**src/rtl/core/vsa_pkg.sv**
```systemverilog
// Shared types and constants of the voice slot allocator.
// Depends on nothing; used by the controller, the datapath and the top level.
package vsa_pkg;

  // Fixed widths of the channel fields.
  localparam int OP_W    = 2;
  localparam int SLOT_W  = 4;
  localparam int COUNT_W = 5;

  // Operation codes of an input transfer.
  localparam logic [OP_W-1:0] OP_START    = 2'd0;
  localparam logic [OP_W-1:0] OP_FINISHED = 2'd1;
  localparam logic [OP_W-1:0] OP_STOP_ALL = 2'd2;

  // Sequencer states.
  typedef enum logic [1:0] {
    ST_IDLE,
    ST_EVAL,
    ST_COMMIT
  } vsa_state_t;

  // Commands from the controller to the datapath.
  typedef struct packed {
    logic load;    // capture the input transfer
    logic search;  // free-slot search and list match
    logic commit;  // update the pool and present the result
  } vsa_cmd_t;

endpackage

```
**src/rtl/core/vsa_ctrl.sv**
```systemverilog
// Sequencer of the voice slot allocator: accept, search step, commit step.
// Depends on vsa_pkg for the state type and the command struct.
module vsa_ctrl import vsa_pkg::*; (
  input  logic     clk,
  input  logic     rst_n,
  input  logic     start,
  output logic     busy,
  output vsa_cmd_t cmd
);

  vsa_state_t state_r;
  vsa_state_t state_nxt;

  // State register.
  always_ff @(posedge clk) begin
    if (!rst_n) begin
      state_r <= ST_IDLE;
    end else begin
      state_r <= state_nxt;
    end
  end

  // Next state.
  always_comb begin
    state_nxt = state_r;
    case (state_r)
      ST_IDLE: begin
        if (start) begin
          state_nxt = ST_EVAL;
        end
      end
      ST_EVAL:   state_nxt = ST_COMMIT;
      ST_COMMIT: state_nxt = ST_IDLE;
      default:   state_nxt = ST_IDLE;
    endcase
  end

  // Commands and the busy flag.
  always_comb begin
    cmd  = '0;
    busy = 1'b1;
    case (state_r)
      ST_IDLE: begin
        busy     = 1'b0;
        cmd.load = start;
      end
      ST_EVAL:   cmd.search = 1'b1;
      ST_COMMIT: cmd.commit = 1'b1;
      default:   busy = 1'b1;
    endcase
  end

endmodule

```
**src/rtl/core/vsa_datapath.sv**
```systemverilog
// Datapath of the voice slot allocator: busy bits, start-order list and result registers.
// Depends on vsa_pkg for field widths, operation codes and the command struct.
module vsa_datapath import vsa_pkg::*; #(
  parameter int NUM_VOICES = 16
) (
  input  logic               clk,
  input  logic               rst_n,
  input  vsa_cmd_t           cmd,
  input  logic [OP_W-1:0]    in_op,
  input  logic [SLOT_W-1:0]  in_slot_id,
  output logic               out_valid,
  output logic [SLOT_W-1:0]  out_granted_slot,
  output logic               out_took_oldest,
  output logic               out_ignored,
  output logic [COUNT_W-1:0] out_active_count
);

  localparam int IW = $clog2(NUM_VOICES);
  localparam int LW = $clog2(NUM_VOICES + 1);
  localparam int CW = (IW > SLOT_W) ? IW : SLOT_W;

  // Captured transfer.
  logic [OP_W-1:0]   op_r;
  logic [SLOT_W-1:0] sid_r;

  // Pool state.
  logic [NUM_VOICES-1:0] busy_bits_r, busy_bits_nxt;
  logic [IW-1:0]         order_r   [NUM_VOICES];
  logic [IW-1:0]         order_nxt [NUM_VOICES];
  logic [LW-1:0]         len_r, len_nxt;

  // Search results.
  logic                  free_found_r, free_found_nxt;
  logic [IW-1:0]         free_idx_r, free_idx_nxt;
  logic [NUM_VOICES-1:0] match_r, match_nxt;
  logic                  sid_busy_r, sid_busy_nxt;

  // Result registers.
  logic               out_valid_r;
  logic [SLOT_W-1:0]  granted_r, granted_nxt;
  logic               stole_r, stole_nxt;
  logic               ign_r, ign_nxt;
  logic [COUNT_W-1:0] count_r, count_nxt;

  // Slot number from the transfer, checked against the pool size.
  logic [CW-1:0] sid_ext;
  logic          sid_in_range;
  logic [IW-1:0] sid_idx;

  assign sid_ext      = CW'(sid_r);
  assign sid_in_range = {1'b0, sid_ext} < (CW + 1)'(NUM_VOICES);
  assign sid_idx      = sid_ext[IW-1:0];

  // Search step: lowest free slot, busy state of the named slot, list match.
  always_comb begin
    free_found_nxt = 1'b0;
    free_idx_nxt   = '0;
    for (int i = NUM_VOICES - 1; i >= 0; i--) begin
      if (!busy_bits_r[i]) begin
        free_found_nxt = 1'b1;
        free_idx_nxt   = IW'(i);
      end
    end
    sid_busy_nxt = sid_in_range && busy_bits_r[sid_idx];
    for (int i = 0; i < NUM_VOICES; i++) begin
      match_nxt[i] = (LW'(i) < len_r) && (CW'(order_r[i]) == sid_ext);
    end
  end

  // Commit step: decode the operation.
  logic                  is_start, is_finished, is_stop;
  logic                  steal;
  logic [IW-1:0]         granted;
  logic [NUM_VOICES-1:0] shift_mask;
  logic                  removed;
  logic [LW-1:0]         len_pre;
  logic                  append;

  assign is_start    = (op_r == OP_START);
  assign is_finished = (op_r == OP_FINISHED);
  assign is_stop     = (op_r == OP_STOP_ALL);
  assign steal       = is_start && !free_found_r;

  always_comb begin
    if (free_found_r) begin
      granted = free_idx_r;
    end else if (len_r != '0) begin
      granted = order_r[0];
    end else begin
      granted = '0;
    end
  end

  // Entries at and above the removed position take their upper neighbor.
  always_comb begin
    for (int i = 0; i < NUM_VOICES; i++) begin
      if (steal) begin
        shift_mask[i] = (len_r != '0);
      end else if (is_finished && sid_busy_r) begin
        shift_mask[i] = |(match_r << (NUM_VOICES - 1 - i));
      end else begin
        shift_mask[i] = 1'b0;
      end
    end
  end

  assign removed = shift_mask[NUM_VOICES-1];
  assign len_pre = removed ? (len_r - LW'(1)) : len_r;
  assign append  = is_start && (len_pre < LW'(NUM_VOICES));

  // Next list contents and length.
  always_comb begin
    int nb;
    for (int i = 0; i < NUM_VOICES; i++) begin
      nb = (i < NUM_VOICES - 1) ? i + 1 : i;
      order_nxt[i] = shift_mask[i] ? order_r[nb] : order_r[i];
      if (append && (LW'(i) == len_pre)) begin
        order_nxt[i] = granted;
      end
    end
    if (is_stop) begin
      len_nxt = '0;
    end else if (append) begin
      len_nxt = len_pre + LW'(1);
    end else begin
      len_nxt = len_pre;
    end
  end

  // Next busy bits.
  always_comb begin
    busy_bits_nxt = busy_bits_r;
    for (int i = 0; i < NUM_VOICES; i++) begin
      if (is_start && (IW'(i) == granted)) begin
        busy_bits_nxt[i] = 1'b1;
      end
      if (is_finished && sid_busy_r && (IW'(i) == sid_idx)) begin
        busy_bits_nxt[i] = 1'b0;
      end
    end
    if (is_stop) begin
      busy_bits_nxt = '0;
    end
  end

  // Result fields, cut to their port widths.
  logic [SLOT_W+IW-1:0]  granted_wide;
  logic [COUNT_W+LW-1:0] count_wide;

  assign granted_wide = {{SLOT_W{1'b0}}, granted};
  assign count_wide   = {{COUNT_W{1'b0}}, len_nxt};
  assign granted_nxt  = is_start ? granted_wide[SLOT_W-1:0] : '0;
  assign stole_nxt    = steal;
  assign ign_nxt      = is_finished && !sid_busy_r;
  assign count_nxt    = count_wide[COUNT_W-1:0];

  // Control registers.
  always_ff @(posedge clk) begin
    if (!rst_n) begin
      busy_bits_r <= '0;
      len_r       <= '0;
      out_valid_r <= 1'b0;
    end else begin
      out_valid_r <= cmd.commit;
      if (cmd.commit) begin
        busy_bits_r <= busy_bits_nxt;
        len_r       <= len_nxt;
      end
    end
  end

  // Payload registers.
  always_ff @(posedge clk) begin
    if (cmd.load) begin
      op_r  <= in_op;
      sid_r <= in_slot_id;
    end
    if (cmd.search) begin
      free_found_r <= free_found_nxt;
      free_idx_r   <= free_idx_nxt;
      match_r      <= match_nxt;
      sid_busy_r   <= sid_busy_nxt;
    end
    if (cmd.commit) begin
      for (int i = 0; i < NUM_VOICES; i++) begin
        order_r[i] <= order_nxt[i];
      end
      granted_r <= granted_nxt;
      stole_r   <= stole_nxt;
      ign_r     <= ign_nxt;
      count_r   <= count_nxt;
    end
  end

  assign out_valid        = out_valid_r;
  assign out_granted_slot = granted_r;
  assign out_took_oldest  = stole_r;
  assign out_ignored      = ign_r;
  assign out_active_count = count_r;

endmodule

```
**src/rtl/core/voice_slot_allocator_unit.sv**
```systemverilog
// Top level of the voice slot allocator: sequencer plus datapath.
// Depends on vsa_pkg, vsa_ctrl and vsa_datapath.
//
//   Channel   Handshake           Ports
//   input     start & !busy       in_op, in_slot_id
//   result    out_valid strobe    out_granted_slot, out_took_oldest, out_ignored,
//                                 out_active_count
//
// Each operation runs inside as a search step (lowest free slot and
// the list match) and a commit step that updates the busy bits and compacts the list.
// The result strobe is high once the commit step is registered, in the idle state;
// busy is low in that cycle, so a new transfer can be accepted at the edge that
// ends it; no new transfer is taken while an operation is in its steps.
// Reset is synchronous and clears the busy bits and the list length.
// The receiver cannot stall; each result stands for exactly one cycle.
module voice_slot_allocator_unit import vsa_pkg::*; #(
  parameter int NUM_VOICES = 16
) (
  input  logic               clk,
  input  logic               rst_n,
  input  logic               start,
  output logic               busy,
  input  logic [OP_W-1:0]    in_op,
  input  logic [SLOT_W-1:0]  in_slot_id,
  output logic               out_valid,
  output logic [SLOT_W-1:0]  out_granted_slot,
  output logic               out_took_oldest,
  output logic               out_ignored,
  output logic [COUNT_W-1:0] out_active_count
);

  vsa_cmd_t cmd;

  // Sequencer.
  vsa_ctrl u_ctrl (
    .clk   (clk),
    .rst_n (rst_n),
    .start (start),
    .busy  (busy),
    .cmd   (cmd)
  );

  // Pool state and result registers.
  vsa_datapath #(
    .NUM_VOICES (NUM_VOICES)
  ) u_datapath (
    .clk              (clk),
    .rst_n            (rst_n),
    .cmd              (cmd),
    .in_op            (in_op),
    .in_slot_id       (in_slot_id),
    .out_valid        (out_valid),
    .out_granted_slot (out_granted_slot),
    .out_took_oldest  (out_took_oldest),
    .out_ignored      (out_ignored),
    .out_active_count (out_active_count)
  );

endmodule

```
**config.mk**
```make
export PLATFORM = sky130hd
export DESIGN_NAME = voice_slot_allocator_unit
export DESIGN_NICKNAME = d
export VERILOG_FILES = /design/src/rtl/core/vsa_pkg.sv /design/src/rtl/core/vsa_ctrl.sv /design/src/rtl/core/vsa_datapath.sv /design/src/rtl/core/voice_slot_allocator_unit.sv
export SDC_FILE = /design/constraint.sdc
export NUM_CORES = 1
export LEC_CHECK = 0
export ABC_AREA = 1
export BUFFER_PORTS_ARGS = -buffer_cell sky130_fd_sc_hd__buf_4
export CAP_MARGIN = 15
export CORE_MARGIN = 3
export CORE_UTILIZATION = 45
export CTS_CLUSTER_DIAMETER = 40
export CTS_CLUSTER_SIZE = 24
export DETAILED_ROUTE_END_ITERATION = 8
export PLACE_DENSITY_LB_ADDON = 0.2
export REMOVE_ABC_BUFFERS = 1
export SYNTH_ARGS = -nofsm -noshare
export SYNTH_HDL_FRONTEND = slang
export SYNTH_SLANG_ARGS = --single-unit
```
**constraint.sdc**
```tcl
create_clock -name clk -period 4.85 [get_ports clk]
set_input_delay 0.485 -clock clk [delete_from_list [all_inputs] [get_ports clk]]
set_output_delay 0.485 -clock clk [all_outputs]
set_load 0.1 [all_outputs]
```
==> metrics, run 1 <==
status finished, final reports clean; fin nets 777; Setup WS pre-CTS 1.895 ns; clock buffer count from CTS 17; Final Hold Fails 0; initial antenna violation count 0; CTS clk-pin slew, worst paths 0.06 ns; first-pass GRT wire length 29.30 mm; HP Class input port to flop; DP Cell Count 929; setup TNS 0 ns; Finished Cell Area 7754 um2; Clock Skew 0.006621 ns; DRT Wirelength 19.09 mm; CP Capture Type flop; Top FF cell, synth edfxtp_1; flops & latches, synth 127; r2r setup slk 1.86 ns; largest net degree at the start of global routing 37; CTS max path bufs 2; Tcrit/Tclk final 0.6168; clock root buffer clkbuf_16; CP required 5.19 ns; Static Leak 0.002879 uW; RSZ-0062 raised after global routing no; layout cells sized above 1 0.1480; crit path launch type flop; global route overflow 0; Mapped Avg Cell Area 9.233 um2; Post-DP Area 7198 um2; Initial Util 0.4656; worst rel slew slack 0.2679; Worst VDD drop 0.2602 mV; power per cell area 349.7 nW/um2; final worst slack 1.858 ns; Area contributors post-synth edfxtp_1 (45%), nand2_1 (7.7%), dfxtp_1 (7.0%); setup bufs post-CTS 0; GP Congestion 0.9708; Filler Cells Inserted 1,358; antenna-violating nets left 0; post-DR wirelength/cell 19.86 um; IO Count 22; Worst Path Max Fanout 36; reg2reg end u_datapath.busy_bits_r[5]$_SDFFE_PN0P_; Global Route Usage Sum 0.2346; clk_lat worst skew 0.43 ns; Core Box Area 14,750 um2; Layout area overhead 12.88%; mapped cell area 6869 um2; dominant cell type by area after synthesis edfxtp_1; reg2reg path depth 8; Synth Instances 744; Post-synth EDFFs 103; # H-tree levels 4; CP Class flop to flop; row cnt 44; Reg2Reg Launch Point u_ctrl.state_r[1]$_SDFFE_PN0P_; die area 16,780 um2; Post-route DRC 0; Pre-antenna DRT Iters 6; WHS Path Cells 1; initial drt markers 707; async set or reset register ratio after synthesis 0; Util after Layout 0.5255; Finished Layout Cells 961; Slew @ Worst Pin 1.098 ns; minimum clock period after layout 2.992 ns; Synth Warn # 0; Final setup viols 0; min-delay src in_slot_id[0]; Seq/Total Area, Yosys 0.5202; Buffers on Ports 21; Die X 129.6 um; DP Wirelength 13.14 mm; post-synth cell types 45; Achievable Freq 334.3 MHz; CTS tree done; CTS sink cnt 127; vias per cell 5.897; Max Cap Viol 0; die height 129.6 um; post-CTS sizing 0; Hold Path End u_datapath.sid_ext[0]$_DFFE_PP_; vias in the first global route 5,326; WP data arrival 3.34 ns; # hold bufs at CTS 0; max-slew violations 0; Yosys top cell area share 0.4503; vias 5,667; diodes inserted 0
how the worst max path moves through the flow:
stage	startpoint	end
after detailed placement	u_ctrl.state_r[1]$_SDFFE_PN0P_	u_datapath.busy_bits_r[5]$_SDFFE_PN0P_
final	u_ctrl.state_r[1]$_SDFFE_PN0P_	u_datapath.busy_bits_r[5]$_SDFFE_PN0P_
after CTS	u_datapath.match_r[3]$_DFFE_PN_	u_datapath.len_r[4]$_SDFFE_PN0P_
after global routing	u_ctrl.state_r[1]$_SDFFE_PN0P_	u_datapath.busy_bits_r[4]$_SDFFE_PN0P_
after floorplan	u_datapath.op_r[1]$_DFFE_PP_	u_datapath.len_r[4]$_SDFFE_PN0P_
after global placement	u_datapath.op_r[0]$_DFFE_PP_	u_datapath.order_r[0][20]$_DFFE_PP_
per-stage QoR:
stage,total power (uW),hold WS (ns)
6_report,2711,0.2369
3_3_place_gp,1514,0.4680
5_1_grt,2799,0.2223
2_1_floorplan,1429,0.4234
4_1_cts,2714,0.2251
3_5_place_dp,1517,0.4748
cells in the final DEF, fill, tap and decap left out, types with 2 or more instances in the layout:
cell | netlist | final
a2111oi_0 | 5 | 5
a21oi_1 | 57 | 57
a221oi_1 | 3 | 3
a22oi_1 | 5 | 5
a31oi_1 | 10 | 10
buf_4 | 0 | 25
bufinv_16 | 0 | 2
clkbuf_1 | 20 | 2
clkbuf_16 | 0 | 17
clkinv_1 | 2 | 5
clkinv_2 | 1 | 5
clkinvlp_4 | 0 | 3
dfxtp_1 | 24 | 24
edfxtp_1 | 103 | 103
ha_1 | 4 | 4
inv_1 | 56 | 56
inv_2 | 8 | 8
nand2_1 | 140 | 140
nand2_2 | 12 | 12
nand2_4 | 7 | 7
nand3_1 | 28 | 28
nand3_2 | 3 | 3
nand3_4 | 3 | 3
nand4_1 | 14 | 14
nor2_1 | 45 | 44
nor2_2 | 4 | 5
nor2_4 | 5 | 5
nor2_8 | 3 | 3
nor3_1 | 28 | 28
nor4_1 | 3 | 3
o2111ai_1 | 5 | 5
o21ai_0 | 29 | 29
o21ai_1 | 44 | 44
o21ai_2 | 3 | 3
o21ai_4 | 2 | 2
o221ai_1 | 2 | 2
o22ai_1 | 5 | 5
or2_2 | 10 | 10
xnor2_1 | 28 | 28
xor2_1 | 12 | 12
Yosys cell counts, drive strengths merged, types with 12 or more instances:
master and count:
a21oi 58, clkbuf 20, dfxtp 24, edfxtp 103, inv 64, nand2 159
nand3 34, nand4 14, nor2 57, nor3 28, o21ai 78, xnor2 28
xor2 12
final cells by class:
cell class	instances	area [um2]	share of cell area
repair buffers	25	187.7	0.02421
flip-flops and latches	127	3573	0.4609
well taps	184	230.2	0.02969
clock inverters	13	122.6	0.01581
inverters	67	252.7	0.03260
clock buffers	19	432.9	0.05583
multi-input cells	526	2954	0.3810
layer usage:
layer  GRT usage  vias up  part of all wire
li1            -     2644                 -
met1      0.3246     2701              0.45
met2      0.3564      285              0.44
met3     0.06843       37             0.096
met4     0.07702        0             0.018
met5           0        -                 0
power breakdown:
part | total [uW] | internal, uW | switching [uW]
sequential | 1220 | 1200 | 22.1
combinational | 283 | 71.3 | 212
clock | 1210 | 745 | 466
flip-flops by register name (all words and copies together) (netlist names):
name and flops:
u_datapath.sid_ext 4, u_datapath.busy_bits_r 16, u_datapath.out_active_count 5, u_ctrl.state_r 2
u_datapath.order_r 64, u_datapath.out_took_oldest 1, u_datapath.out_granted_slot 4, u_datapath.free_idx_r 4
u_datapath.match_r 16, u_datapath.op_r 2, u_datapath.out_valid 1, u_datapath.free_found_r 1
u_datapath.out_ignored 1, u_datapath.sid_busy_r 1, u_datapath.len_r 5
cells by family (layout without fill, tap and decap cells):
kind of cell / after synthesis / after routing / share of synthesized area
AO/OA/AOI/OAI: 176 / 176 / 0.1490
XOR/XNOR: 40 / 40 / 0.05100
adder cells (fa/ha/maj): 4 / 4 / 0.007286
buffers and inverters: 91 / 124 / 0.05009
flip-flops: 127 / 127 / 0.5202
AND/OR/NAND/NOR: 306 / 306 / 0.2224
worst max-delay path, cell delays in order (launching register included):
cell	delay, ns
dfxtp_1	0.36
inv_1	0.08
nor2_2	0.64
inv_2	0.52
nor2_2	0.44
inv_1	0.12
nor3_1	0.45
a21oi_1	0.13
nor3_1	0.16
No activity file was read; power rests on OpenSTA's default activity.
==> inputs of run 2 (changes only) <==
==> constraint.sdc (replaced) <==
create_clock -name clk -period 2.7 [get_ports clk]
set_input_delay 0.27 -clock clk [delete_from_list [all_inputs] [get_ports clk]]
set_output_delay 0.27 -clock clk [all_outputs]
set_load 0.1 [all_outputs]
==> run 2 against run 1 <==
Against the previous run: total power up 97%; combinational power up 100%; utilization up 3.3 points; final cell count up 3.7%; critical path depth up 3; count of clock-buffer cells in the layout up 2.
==> metrics, run 2 (same netlist as run 1, synthesis figures left out) <==
status finished, final reports clean (unchanged); Clock Skew 0.008748 ns (was 0.006621 ns); Layout area overhead 19.89% (was 12.88%); CTS sink cnt 127 (unchanged); global route overflow 0 (unchanged); clock share of power 0.486 (was 0.447); Post-route DRC 0 (unchanged); most common cell after layout, fill and taps aside nand2_1 (unchanged); Tcrit/Tclk final 0.9452 (was 0.6168); CP required 2.84 ns (was 5.19 ns); Global Route Usage Sum 0.2431 (was 0.2346); Net Sw Power 1285 uW (was 700.0 uW); Static Leak 0.003100 uW (was 0.002879 uW); setup TNS 0 ns (unchanged); clock root buffer clkbuf_16 (unchanged); Final Hold Fails 0 (unchanged); post-DR wirelength/cell 19.75 um (was 19.86 um); WP data arrival 2.69 ns (was 3.34 ns); combinational power share 0.108 (was 0.104); layout cells sized above 1 0.2116 (was 0.1480); r2r setup slk 0.15 ns (was 1.86 ns); Initial Util 0.4656 (unchanged); CTS tree done (unchanged); vias per cell 5.905 (was 5.897); max FFs per register 64 (unchanged); max-slew violations 0 (unchanged); final worst slack 0.1478 ns (was 1.858 ns); Die X 129.6 um (unchanged); Pre-antenna DRT Iters 5 (was 6); DP Wirelength 13.61 mm (was 13.14 mm); minimum clock period after layout 2.552 ns (was 2.992 ns); largest net degree at the start of global routing 23 (was 37); reg2reg path depth 11 (was 8); CTS clk-pin slew, worst paths 0.05 ns (was 0.06 ns); Final setup viols 0 (unchanged); Worst VDD drop 0.4594 mV (was 0.2602 mV); die height 129.6 um (unchanged); Buffers on Ports 21 (unchanged); initial antenna violation count 0 (unchanged); RSZ-0062 raised after global routing yes (was no); Crit. Startpoint u_datapath.match_r[6]$_DFFE_PN_ (was u_ctrl.state_r[1]$_SDFFE_PN0P_); die area 16,780 um2 (unchanged); first-pass GRT wire length 30.47 mm (was 29.30 mm); Worst Path Max Fanout 9 (was 36); Finished Cell Area 8235 um2 (was 7754 um2); DRT Wirelength 19.69 mm (was 19.09 mm); HP Class input port to flop (unchanged); GP Congestion 0.9499 (was 0.9708); worst rel slew slack 0.4688 (was 0.2679); Util after Layout 0.5582 (was 0.5255); clk_lat worst skew 0.43 ns (about the same); Hold Slack 0.02136 ns (was 0.2369 ns); crit path to u_datapath.order_r[0][29]$_DFFE_PP_ (was u_datapath.busy_bits_r[5]$_SDFFE_PN0P_); # H-tree levels 4 (unchanged); Post-DP Area 7438 um2 (was 7198 um2); Slew @ Worst Pin 0.7939 ns (was 1.098 ns); vias in the first global route 5,661 (was 5,326); diodes inserted 0 (unchanged); Largest Register u_datapath.order_r (unchanged); initial drt markers 563 (was 707); Max Cap Viol 0 (unchanged); CP Class flop to flop (unchanged); power per cell area 648.6 nW/um2 (was 349.7 nW/um2); most frequent cells in the layout nand2_1 (135), edfxtp_1 (103), buf_4 (61), inv_1 (56), a21oi_1 (49) (was nand2_1 (140), edfxtp_1 (103), a21oi_1 (57), inv_1 (56)); antenna-violating nets left 0 (unchanged); biggest registers after layout u_datapath.order_r x64, u_datapath.busy_bits_r x16, u_datapath.match_r x16 (unchanged); CP Capture Type flop (unchanged); Setup WS pre-CTS -0.02804 ns (was 1.895 ns); Filler Cells Inserted 1,297 (was 1,358); Reg2Reg Launch Point u_datapath.match_r[6]$_DFFE_PN_ (was u_ctrl.state_r[1]$_SDFFE_PN0P_); clock buffer count from CTS 17 (unchanged); crit path launch type flop (unchanged); Core Box Area 14,750 um2 (unchanged); Switching Share 0.2406 (was 0.2582); IO Count 22 (unchanged); CTS max path bufs 2 (unchanged); sequential share of power 0.406 (was 0.449); Achievable Freq 391.8 MHz (was 334.3 MHz); Pint 4057 uW (was 2011 uW); fin nets 813 (was 777); row cnt 44 (unchanged); reg2reg end u_datapath.order_r[0][29]$_DFFE_PP_ (was u_datapath.busy_bits_r[5]$_SDFFE_PN0P_); vias 5,887 (was 5,667)
run 2: worst max-delay path: stages (launching register included):
cell,delay [ns]
edfxtp_1,0.40
nor2_2,0.13
nand2_2,0.12
o21ai_4,0.19
buf_4,0.17
nand4_1,0.13
nand2_2,0.18
nand2_2,0.11
nor2_4,0.26
nand3_4,0.19
a31oi_4,0.22
buf_4,0.16
run 2: worst min path at each step:
stage / end / from / depth (start not counted) / slack, ns
floorplan: u_datapath.op_r[0]$_DFFE_PP_ / in_op[0] / 0 / 0.37
global placement: u_datapath.sid_ext[2]$_DFFE_PP_ / in_slot_id[2] / 1 / 0.45
detailed placement: u_datapath.sid_ext[1]$_DFFE_PP_ / in_slot_id[1] / 1 / 0.45
CTS: u_datapath.sid_ext[1]$_DFFE_PP_ / in_slot_id[1] / 1 / 0.01
global route: u_datapath.sid_ext[1]$_DFFE_PP_ / in_slot_id[1] / 1 / 0.008
finish: u_datapath.sid_ext[1]$_DFFE_PP_ / in_slot_id[1] / 1 / 0.02
run 2: power by group through the flow:
stage,registers [uW],logic (uW),clock network (uW)
floorplan,2250,315,0
global placement,2210,542,0
detailed placement,2210,548,0
CTS,2170,551,2610
global route,2170,622,2710
finish,2170,578,2600
run 2: final cells by class:
class | count | area, um2 | area share
Clock buffer | 21 | 450.4 | 0.05469
Clock inverter | 11 | 211.5 | 0.02568
Inverter | 67 | 252.7 | 0.03069
Multi-Input combinational cell | 526 | 3059 | 0.3715
Sequential cell | 127 | 3573 | 0.4339
Tap cell | 184 | 230.2 | 0.02796
Timing Repair Buffer | 61 | 457.9 | 0.05561
run 2: metrics by stage:
step | cells | total power (uW)
finish | 997 | 5342
global route | 997 | 5501
CTS | 993 | 5331
detailed placement | 961 | 2754
global placement | 961 | 2747
floorplan | 720 | 2567
run 2: repair_timing:
action                                 in CTS  in global routing
setup endpoints to repair                   4                 50
resized for setup                           1                 24
hold buffers                                0                  0
endpoints found under the hold margin       0                  0
buffers inserted                            0                  4
pin swaps                                   0                  6
run 2: metal layers:
metal	share of wire	routed length, um	GRT usage
met5	0	0	0
met4	0.028	552	0.09719
met3	0.092	1812	0.06884
met2	0.43	8550	0.3649
met1	0.45	8773	0.3342
